===== src/hdl/bmd_pkg.sv =====
// shared constants and types for the binary message deframer
package bmd_pkg;

  localparam int unsigned HEADER_BYTES  = 23;
  localparam int unsigned CAPTURE_LIMIT = 1024;
  localparam int unsigned COUNT_MAX     = 2047;

  // capture count saturates at CAPTURE_LIMIT (1024), below the 11-bit maximum
  localparam int unsigned CAPTURE_CAP =
      (CAPTURE_LIMIT > COUNT_MAX) ? COUNT_MAX : CAPTURE_LIMIT;

  localparam int unsigned HDR_CNT_W = 5;
  localparam int unsigned CAPT_W    = 11;
  localparam int unsigned LEN_W     = 32;

  // header byte positions
  localparam logic [HDR_CNT_W-1:0] POS_TYPE = 5'd16;
  localparam logic [HDR_CNT_W-1:0] POS_TTL  = 5'd17;
  localparam logic [HDR_CNT_W-1:0] POS_HOPS = 5'd18;
  localparam logic [HDR_CNT_W-1:0] POS_LEN0 = 5'd19;
  localparam logic [HDR_CNT_W-1:0] POS_LEN1 = 5'd20;
  localparam logic [HDR_CNT_W-1:0] POS_LEN2 = 5'd21;
  localparam logic [HDR_CNT_W-1:0] POS_LEN3 = 5'd22;
  localparam logic [HDR_CNT_W-1:0] POS_LAST = HDR_CNT_W'(HEADER_BYTES - 1);

  localparam logic [CAPT_W-1:0] CAPT_CAP_V = CAPT_W'(CAPTURE_CAP);

  // stream widths
  localparam int unsigned IN_TDATA_W  = 8;
  localparam int unsigned IN_TUSER_W  = 1;
  localparam int unsigned OUT_TDATA_W = 80;
  localparam int unsigned OUT_TUSER_W = 3;

  // result item as carried in the output register
  typedef struct packed {
    logic              from_orig;
    logic              byte_valid;
    logic [7:0]        payload_byte;
    logic              message_end;
    logic [7:0]        pkt_type;
    logic [7:0]        ttl;
    logic [7:0]        hops;
    logic [LEN_W-1:0]  length;
    logic [CAPT_W-1:0] captured;
  } result_t;

endpackage


===== src/hdl/binary_message_deframer_core.sv =====
// two-direction binary message header deframer, top level
// output: a byte accepted at a clock edge that yields a result registers it in
//   the output register at that edge, so it shows in the next cycle
// throughput: one byte per cycle unless the output stalls; the per-direction
//   framing update is a counter step and 32-bit compares on the remaining count
// reset: rst_ni clears the framing state of both directions and the output
//   valid flag at once; no clearing pass is needed
module binary_message_deframer_core (
  input  logic                             clk_i,
  input  logic                             rst_ni,
  // input stream
  input  logic                             s_axis_tvalid_i,
  output logic                             s_axis_tready_o,
  input  logic [bmd_pkg::IN_TDATA_W-1:0]   s_axis_tdata_i,  // [7:0] data_byte
  input  logic [bmd_pkg::IN_TUSER_W-1:0]   s_axis_tuser_i,  // [0] from_originator
  // result stream
  output logic                             m_axis_tvalid_o,
  input  logic                             m_axis_tready_i,
  // [7:0] payload_byte, [15:8] out_type, [23:16] out_ttl, [31:24] out_hops,
  // [63:32] out_length, [74:64] out_captured, [79:75] zero
  output logic [bmd_pkg::OUT_TDATA_W-1:0]  m_axis_tdata_o,
  // [0] result_from_originator, [1] byte_valid, [2] message_end
  output logic [bmd_pkg::OUT_TUSER_W-1:0]  m_axis_tuser_o
);
  import bmd_pkg::*;

  // per-direction framing state, index 1 is the originator side
  logic [HDR_CNT_W-1:0] hdr_cnt_q   [2];
  logic [7:0]           type_q      [2];
  logic [7:0]           ttl_q       [2];
  logic [7:0]           hops_q      [2];
  logic [LEN_W-1:0]     len_q       [2];
  logic [LEN_W-1:0]     remain_q    [2];
  logic [CAPT_W-1:0]    capt_q      [2];

  // next values for the direction of the current request
  logic [HDR_CNT_W-1:0] hdr_cnt_d;
  logic [7:0]           type_d;
  logic [7:0]           ttl_d;
  logic [7:0]           hops_d;
  logic [LEN_W-1:0]     len_d;
  logic [LEN_W-1:0]     remain_d;
  logic [CAPT_W-1:0]    capt_d;

  logic       dir;
  logic [7:0] din;
  logic       in_accept;
  logic       out_take;
  logic       byte_vld;
  logic       msg_end;
  logic       has_result;

  result_t    res_d;
  result_t    res_q;
  logic       out_valid_q;

  assign dir = s_axis_tuser_i[0];
  assign din = s_axis_tdata_i[7:0];

  // the output register takes a new result whenever it is empty or being drained
  assign s_axis_tready_o = !out_valid_q || m_axis_tready_i;
  assign in_accept       = s_axis_tvalid_i && s_axis_tready_o;
  assign out_take        = out_valid_q && m_axis_tready_i;

  // framing update for one byte
  always_comb begin
    hdr_cnt_d = hdr_cnt_q[dir];
    type_d    = type_q[dir];
    ttl_d     = ttl_q[dir];
    hops_d    = hops_q[dir];
    len_d     = len_q[dir];
    remain_d  = remain_q[dir];
    capt_d    = capt_q[dir];
    byte_vld  = 1'b0;
    msg_end   = 1'b0;

    if (remain_q[dir] == '0) begin
      // header phase
      unique case (hdr_cnt_q[dir])
        POS_TYPE: type_d = din;
        POS_TTL:  ttl_d  = din;
        POS_HOPS: hops_d = din;
        POS_LEN0: len_d  = {24'd0, din};
        POS_LEN1: len_d  = len_q[dir] | {16'd0, din, 8'd0};
        POS_LEN2: len_d  = len_q[dir] | {8'd0, din, 16'd0};
        POS_LEN3: len_d  = len_q[dir] | {din, 24'd0};
        default: ;
      endcase
      if (hdr_cnt_q[dir] >= POS_LAST) begin
        // header complete: arm payload count, restart capture count
        hdr_cnt_d = '0;
        capt_d    = '0;
        remain_d  = len_d;
        msg_end   = (len_d == '0);
      end else begin
        hdr_cnt_d = hdr_cnt_q[dir] + HDR_CNT_W'(1);
      end
    end else begin
      // payload phase
      if (capt_q[dir] < CAPT_CAP_V) begin
        capt_d   = capt_q[dir] + CAPT_W'(1);
        byte_vld = 1'b1;
      end
      remain_d = remain_q[dir] - LEN_W'(1);
      msg_end  = (remain_q[dir] == LEN_W'(1));
    end

    has_result = byte_vld || msg_end;

    // unused fields read as zero
    res_d.from_orig    = dir;
    res_d.byte_valid   = byte_vld;
    res_d.payload_byte = byte_vld ? din : 8'd0;
    res_d.message_end  = msg_end;
    res_d.pkt_type     = msg_end ? type_d : 8'd0;
    res_d.ttl          = msg_end ? ttl_d  : 8'd0;
    res_d.hops         = msg_end ? hops_d : 8'd0;
    res_d.length       = msg_end ? len_d  : '0;
    res_d.captured     = msg_end ? capt_d : '0;
  end

  // framing state registers, only the addressed direction moves
  always_ff @(posedge clk_i or negedge rst_ni) begin
    if (!rst_ni) begin
      for (int i = 0; i < 2; i++) begin
        hdr_cnt_q[i] <= '0;
        type_q[i]    <= '0;
        ttl_q[i]     <= '0;
        hops_q[i]    <= '0;
        len_q[i]     <= '0;
        remain_q[i]  <= '0;
        capt_q[i]    <= '0;
      end
    end else if (in_accept) begin
      hdr_cnt_q[dir] <= hdr_cnt_d;
      type_q[dir]    <= type_d;
      ttl_q[dir]     <= ttl_d;
      hops_q[dir]    <= hops_d;
      len_q[dir]     <= len_d;
      remain_q[dir]  <= remain_d;
      capt_q[dir]    <= capt_d;
    end
  end

  // output valid flag
  always_ff @(posedge clk_i or negedge rst_ni) begin
    if (!rst_ni) begin
      out_valid_q <= 1'b0;
    end else if (in_accept && has_result) begin
      out_valid_q <= 1'b1;
    end else if (out_take) begin
      out_valid_q <= 1'b0;
    end
  end

  // output payload register, no reset needed
  always_ff @(posedge clk_i) begin
    if (in_accept && has_result) begin
      res_q <= res_d;
    end
  end

  assign m_axis_tvalid_o = out_valid_q;
  assign m_axis_tdata_o  = {5'd0, res_q.captured, res_q.length, res_q.hops,
                            res_q.ttl, res_q.pkt_type, res_q.payload_byte};
  assign m_axis_tuser_o  = {res_q.message_end, res_q.byte_valid, res_q.from_orig};

endmodule


===== config.mk =====
export PLATFORM = sky130hd
export DESIGN_NAME = binary_message_deframer_core
export DESIGN_NICKNAME = d
export VERILOG_FILES = /design/src/hdl/bmd_pkg.sv /design/src/hdl/binary_message_deframer_core.sv
export SDC_FILE = /design/constraint.sdc
export NUM_CORES = 1
export LEC_CHECK = 0
export ABC_AREA = 1
export ABC_CLOCK_PERIOD_IN_PS = 4400
export CORE_ASPECT_RATIO = 0.5
export CORE_MARGIN = 3
export CORE_UTILIZATION = 55
export DETAILED_ROUTE_END_ITERATION = 12
export DONT_BUFFER_PORTS = 1
export PLACE_DENSITY = 0.79
export SYNTH_ARGS = -nofsm -noshare
export SYNTH_HDL_FRONTEND = slang
export SYNTH_SLANG_ARGS = --single-unit

===== constraint.sdc =====
create_clock -name clk_i -period 4.4 [get_ports clk_i]
set_clock_uncertainty 0.2 [all_clocks]
set_input_delay 1.1 -clock clk_i [delete_from_list [all_inputs] [get_ports clk_i]]
set_output_delay 1.1 -clock clk_i [all_outputs]
set_load 0.01 [all_outputs]

==> results of run 1 <==
through the flow:
| step | total power, mW | instance area (um2) | hold slack, ps |
|---|---|---|---|
| 2_1_floorplan | 5.22 | 15100 | 241 |
| 6_report | 8.11 | 16200 | 57.2 |
| 5_1_grt | 8.60 | 16200 | 38.7 |
| 4_1_cts | 8.12 | 16200 | 34.0 |
| 3_3_place_gp | 5.69 | 15300 | 257 |
| 3_5_place_dp | 5.76 | 15300 | 257 |
metal layers:
metal / vias up / routed length, um / global-route usage
met4: 0 / 1190 / 0.0784
met3: 101 / 3560 / 0.0561
met5: - / 0 / 0
met1: 5837 / 17100 / 0.381
met2: 486 / 17500 / 0.432
li1: 5912 / - / -
cells by family after synthesis:
group,share of synthesized area
other,0.000250
multiplexers,0.0140
AND/OR/NAND/NOR,0.246
XOR/XNOR,0.0134
adder cells (fa/ha/maj),0.00585
AO/OA/AOI/OAI,0.133
flip-flops,0.506
buffers and inverters,0.0819
worst max-delay path, stage by stage:
cell	delay, ps
o21ai_1	340
ha_1	210
inv_1	40
nor2_1	290
nand2_1	240
nand2_1	140
nand2_2	130
nand2_1	120
nand2_1	90
nor2_1	180
nand2_1	70
nor2_1	150
nand3_2	140
nand3_2	110
nand2_2	90
clkinvlp_4	180
buf_4	280
worst max-delay path by stage:
stage,startpoint,endpoint,slack (ps),depth (start not counted)
6_report,s_axis_tuser_i,m_axis_tdata_o[32]$_SDFFCE_PN0P_,460,17
5_1_grt,s_axis_tuser_i,m_axis_tdata_o[32]$_SDFFCE_PN0P_,350,17
4_1_cts,s_axis_tuser_i,m_axis_tdata_o[32]$_SDFFCE_PN0P_,710,17
3_5_place_dp,s_axis_tuser_i,m_axis_tdata_o[46]$_SDFFCE_PN0P_,170,15
3_3_place_gp,s_axis_tuser_i,m_axis_tdata_o[32]$_SDFFCE_PN0P_,290,17
2_1_floorplan,s_axis_tuser_i,m_axis_tdata_o[0]$_SDFFCE_PN0P_,-470,22
sequential cells by signal, indices dropped and copies added, names as in the netlist:
signal	cells
m_axis_tdata_o	75
ttl_q	16
len_q	64
capt_q	22
hops_q	16
hdr_cnt_q	10
m_axis_tuser_o	3
type_q	16
m_axis_tvalid_o	1
remain_q	64
cells in the mapped netlist, drive strengths merged, types with 4 or more instances:
master	n	share of area
a21boi	8	0.0040
a21oi	34	0.016
a31oi	16	0.0084
and2	5	0.0021
buf	45	0.023
clkbuf	52	0.013
dfrtp	209	0.35
edfxtp	78	0.16
ha	7	0.0058
inv	182	0.046
mux2i	21	0.014
nand2	646	0.16
nand3	35	0.012
nand3b	4	0.0037
nand4	8	0.0033
nor2	176	0.056
nor3	11	0.0037
o21ai	287	0.097
o22ai	10	0.0042
or2	4	0.0017
xnor2	7	0.0041
xor2	16	0.0094
power groups by stage:
stage	Clock (mW)	Sequential, mW	Combinational [mW]
finish	2.35	3.66	2.10
global route	2.49	3.72	2.39
CTS	2.38	3.66	2.08
detailed placement	0	3.70	2.06
global placement	0	3.68	2.00
floorplan	0	3.63	1.59
final cells by class:
| class | instances | share of cell area |
|---|---|---|
| Clock buffer | 37 | 0.0446 |
| Clock inverter | 11 | 0.00943 |
| Inverter | 182 | 0.0430 |
| Multi-Input combinational cell | 1309 | 0.388 |
| Sequential cell | 287 | 0.468 |
| Tap cell | 352 | 0.0272 |
| Timing Repair Buffer | 36 | 0.0198 |
==> impl_metrics.csv, run 1 <==
group,metric,value,unit
routing,wl_per_cell,17.8,um
setup_path,crit_fanout,186,
die,rows,42,
sta,rsz0062_at_grt,"false",
power_and_ir_drop,cellLeakagePower,7.49,nW
sta,timing.setup.tns,0,ps
sta,setup_slack,461,ps
placed_design,globalplace.congestion,0.998,
routing,drt_iter0_drc,1519,
clock_network,clk_pin_slew,70,ps
finish,area_growth,8.11,%
clock_network,clockBufferDepth,3,
clock_network,clk_latency,570,ps
global_routing,grt_pass1_vias,11776,
setup_path,start_kind,"primary input",
die,die_w,239,um
power_and_ir_drop,clock_power_share,0.290,
routing,vias,12336,
synthesis,synthesis.area,0.0150,mm2
power_and_ir_drop,max-vdd-ir-drop,0.339,mV
routing,drt_wl_total,39400,um
clock_network,root_buffer,"clkbuf_16",
job,drv_cap,0,
finish,register_area,0.00757,mm2
clock_network,cts-hold-fix-buffers,0,
synthesis,ys_ff_latch,287,
power_and_ir_drop,comb_power_share,0.259,
sta,max_freq,254,MHz
global_routing,antenna_found_initial,0,
setup_path,required,4430,ps
synthesis,synth-async-reset-ratio,0.728,
die,die_h,123,um
setup_path,worstSetupPathType,"in -> reg",
die,io_pins,98,
setup_path,ff2ff_path_depth,17,
power_and_ir_drop,internal-power,5.36,mW
placed_design,dp.cells,2166,
finish,fillCellCount,2303,
routing,ant_nets,0,
routing,vias_per_cell,5.57,
finish,layout.cells.non_filler,2214,
setup_path,reg2reg_from,"hdr_cnt_q[6]$_DFFE_PN0P_",
power_and_ir_drop,switchingPower,2.75,mW
die,dieArea,0.0294,mm2
global_routing,grt_util_all_layers,0.271,
placed_design,port_buffers,0,
sta,post-route-period-util,0.895,
synthesis,synth_edf_count,78,
finish,fin_nets,1862,
global_routing,grt.overflow.total,0,
setup_path,cp.arrival,3970,ps
finish,final_util,0.609,
die,start_util,0.563,
setup_path,endpoint_kind,"flop",
synthesis,synth_cell_types,49,
sta,slew_headroom,0.383,
clock_network,numCtsBuffers,26,
setup_path,r2r-end,"m_axis_tdata_o[32]$_SDFFCE_PN0P_",
routing,drc_errors,0,
clock_network,clock_sinks,287,
sta,worst_pin_slew,925,ps
status,status,"completed",
finish,layout_commonest_cell,"nand2_1",
sta,drv_slew,0,
synthesis,postSynthCellCount,1871,
sta,hold_viol,0,
synthesis,ys_warn_count,0,
finish,drive_gt1_frac,0.117,
min_path,hp-class,"in -> async",
synthesis,yosysSeqAreaShare,0.506,
power_and_ir_drop,power_frac_seq,0.451,
finish,final_cell_mix,"nand2_1, dfrtp_1, o21ai_0",
global_routing,grt_max_degree,210,
finish,antenna_cells,0,
finish,multiInputGateArea,0.00629,mm2
power_and_ir_drop,p_sw_frac,0.339,
global_routing,grt_pass1_wl,62900,um
routing,first_pass_iters,6,
power_and_ir_drop,power.density,501,mW/mm2
clock_network,h-tree-depth,1,
clock_network,cts_tree,"yes",
clock_network,cts_setup_buffers,0,
setup_path,ff2ff_setup_slack,740,ps
synthesis,synth.avg_cell_area,8.01,um2
placed_design,hpwl,26200,um
sta,min_period,3940,ps
sta,setup_viol_count_final,0,
synthesis,ys.flop_type,"dfrtp_1",
die,core_area,0.0266,mm2
placed_design,post-place-ws,167,ps
clock_network,cts_resized,0,
No activity file was read; power rests on OpenSTA's default activity.
==> inputs of run 2 (changes only) <==
--- a/config.mk
+++ b/config.mk
@@ -6,13 +6,13 @@
 export NUM_CORES = 1
 export LEC_CHECK = 0
 export ABC_AREA = 1
-export ABC_CLOCK_PERIOD_IN_PS = 4400
+export ABC_CLOCK_PERIOD_IN_PS = 3700
 export CORE_ASPECT_RATIO = 0.5
 export CORE_MARGIN = 3
 export CORE_UTILIZATION = 55
 export DETAILED_ROUTE_END_ITERATION = 12
 export DONT_BUFFER_PORTS = 1
-export PLACE_DENSITY = 0.79
+export PLACE_DENSITY_LB_ADDON = 0.2
 export SYNTH_ARGS = -nofsm -noshare
 export SYNTH_HDL_FRONTEND = slang
 export SYNTH_SLANG_ARGS = --single-unit
==> constraint.sdc (replaced) <==
create_clock -name clk_i -period 3.7 [get_ports clk_i]
set_clock_uncertainty 0.2 [all_clocks]
set_input_delay 0.925 -clock clk_i [delete_from_list [all_inputs] [get_ports clk_i]]
set_output_delay 0.925 -clock clk_i [all_outputs]
set_load 0.01 [all_outputs]
==> run 2 against run 1 <==
Net effect: the run now ends with negative hold slack left; clock-buffer cell count down 3; sequential cell count unchanged; critical path depth up 3; global-route usage barely moved; final cell count is 3.9% higher; worst hold slack lost 190 ps; setup slack lost 110 ps; die area is the same; clock power increased by 25%; sequential share of layout area fell by 2.1 points; register-to-register slack got worse by 260 ps; critical path type unchanged; critical endpoint is now m_axis_tdata_o[71]$_SDFFCE_PN0P_.
==> impl_metrics.csv, run 2 (synthesized netlist as in run 1, its figures left out) <==
group,metric,value,unit
clock_network,root_buffer,"clkbuf_16",
setup_path,worstSetupPathType,"in -> reg",
sta,rsz0062_at_grt,"false",
sta,drv_slew,0,
global_routing,antenna_found_initial,0,
clock_network,clockBufferDepth,3,
routing,wl_per_cell,17.0,um
placed_design,globalplace.congestion,0.961,
placed_design,place_area,0.0160,mm2
die,io_pins,98,
sta,post-route-period-util,0.905,
finish,layout_commonest_cell,"nand2_1",
routing,drt_wl_total,39200,um
finish,drive_gt1_frac,0.159,
die,rows,42,
setup_path,ff2ff_setup_slack,480,ps
global_routing,grt_util_all_layers,0.272,
finish,final_util,0.637,
sta,max_freq,298,MHz
setup_path,required,3790,ps
routing,first_pass_iters,7,
global_routing,grt_pass1_wl,62600,um
finish,fin_nets,1947,
clock_network,clk_pin_slew,80,ps
routing,drt_iter0_drc,1224,
sta,slew_headroom,0.445,
routing,vias_per_cell,5.36,
finish,area_growth,13.1,%
placed_design,dp.cells,2250,
sta,setup_viol_count_final,0,
finish,final_cell_mix,"nand2_1, dfrtp_1, o21ai_0",
placed_design,hpwl,27100,um
routing,drc_errors,0,
global_routing,grt_max_degree,210,
clock_network,numCtsBuffers,27,
sta,hold_viol,209,
clock_network,clk_latency,560,ps
sta,holdWs,-136,ps
job,drv_cap,0,
sta,min_period,3350,ps
global_routing,grt.overflow.total,0,
placed_design,port_buffers,0,
die,start_util,0.563,
power_and_ir_drop,finalPower,9.94,mW
setup_path,cp.arrival,3440,ps
die,die_w,239,um
global_routing,grt_pass1_vias,11502,
die,dieArea,0.0294,mm2
sta,worst_pin_slew,832,ps
clock_network,h-tree-depth,1,
die,core_area,0.0266,mm2
power_and_ir_drop,power.density,587,mW/mm2
finish,largest_reg_flops,75,
min_path,hp-class,"in -> async",
power_and_ir_drop,cellLeakagePower,7.95,nW
setup_path,crit_fanout,186,
finish,antenna_cells,0,
status,status,"finished, violations left",
clock_network,cts_setup_buffers,0,
clock_network,cts_resized,0,
finish,layout.cells.non_filler,2300,
routing,vias,12324,
clock_network,cts_tree,"yes",
power_and_ir_drop,max-vdd-ir-drop,0.305,mV
clock_network,clock_sinks,287,
routing,ant_nets,0,
setup_path,endpoint_kind,"flop",
die,die_h,123,um
setup_path,start_kind,"primary input",
status,violations,"negative hold slack",
finish,fillCellCount,2319,
finish,fin_area,0.0169,mm2
-- run 2: cell count changes in the layout (fill, tap and decap cells not counted), moves of 2 or more --
cell,before,now
buf_4,32,111
buf_12,4,9
clkbuf_1,8,3
clkinv_2,3,7
clkbuf_16,26,28
inv_6,1,3
-- run 2: worst max-delay path, cell delays in order --
cell and delay, ps:
o21ai_1 250, buf_4 150, ha_1 130, inv_1 40, nor2_1 200, buf_4 190
buf_4 150, nand3_1 70, o21ai_1 100, inv_1 80, nand2_1 100, nor2_1 60
nand2_1 50, nor2_1 50, nand3_2 80, buf_4 170, nand2_4 70, inv_4 180
buf_4 240, nor2_2 50
-- run 2: final timing paths --
| check | from | endpoint | cells after the start |
|---|---|---|---|
| worst max-delay path | s_axis_tuser_i | m_axis_tdata_o[71]$_SDFFCE_PN0P_ | 20 |
| worst min-delay path | rst_ni | remain_q[45]$_DFFE_PN0P_ | 0 |
| worst max register to register | hdr_cnt_q[5]$_DFFE_PN0P_ | m_axis_tdata_o[11]$_SDFFCE_PN0P_ | 17 |
| worst min register to register | remain_q[49]$_DFFE_PN0P_ | remain_q[49]$_DFFE_PN0P_ | 2 |
| max in group asynchronous | rst_ni | ttl_q[9]$_DFFE_PN0P_ | 0 |
| min in group clk_i | remain_q[49]$_DFFE_PN0P_ | remain_q[49]$_DFFE_PN0P_ | 2 |
-- run 2: cell type report --
class,count,area [um2],area share
clock buffers,34,753,0.0445
clock inverters,16,175,0.0103
inverters,182,694,0.0410
multi-input cells,1309,6290,0.371
flip-flops and latches,287,7570,0.447
well taps,352,440,0.0260
repair buffers,120,1010,0.0598
-- run 2: routing by layer --
layer	routed length, um	global-route usage
met5	0	0
met4	730	0.0532
met3	3280	0.0687
met2	17300	0.421
met1	17800	0.391
-- run 2: where the power goes --
| group | switching [mW] | internal (mW) | total, mW |
|---|---|---|---|
| sequential | 0.357 | 3.99 | 4.34 |
| combinational | 1.68 | 0.984 | 2.67 |
| clock | 1.27 | 1.67 | 2.93 |
| total | 3.31 | 6.64 | 9.94 |
-- run 2: through the flow --
step | setup slack, ps | TNS (ps)
floorplan | -1000 | -77990
global placement | -16.2 | -339
detailed placement | -51.6 | -2690
CTS | 498 | 0
global route | 179 | 0
finish | 350 | 0
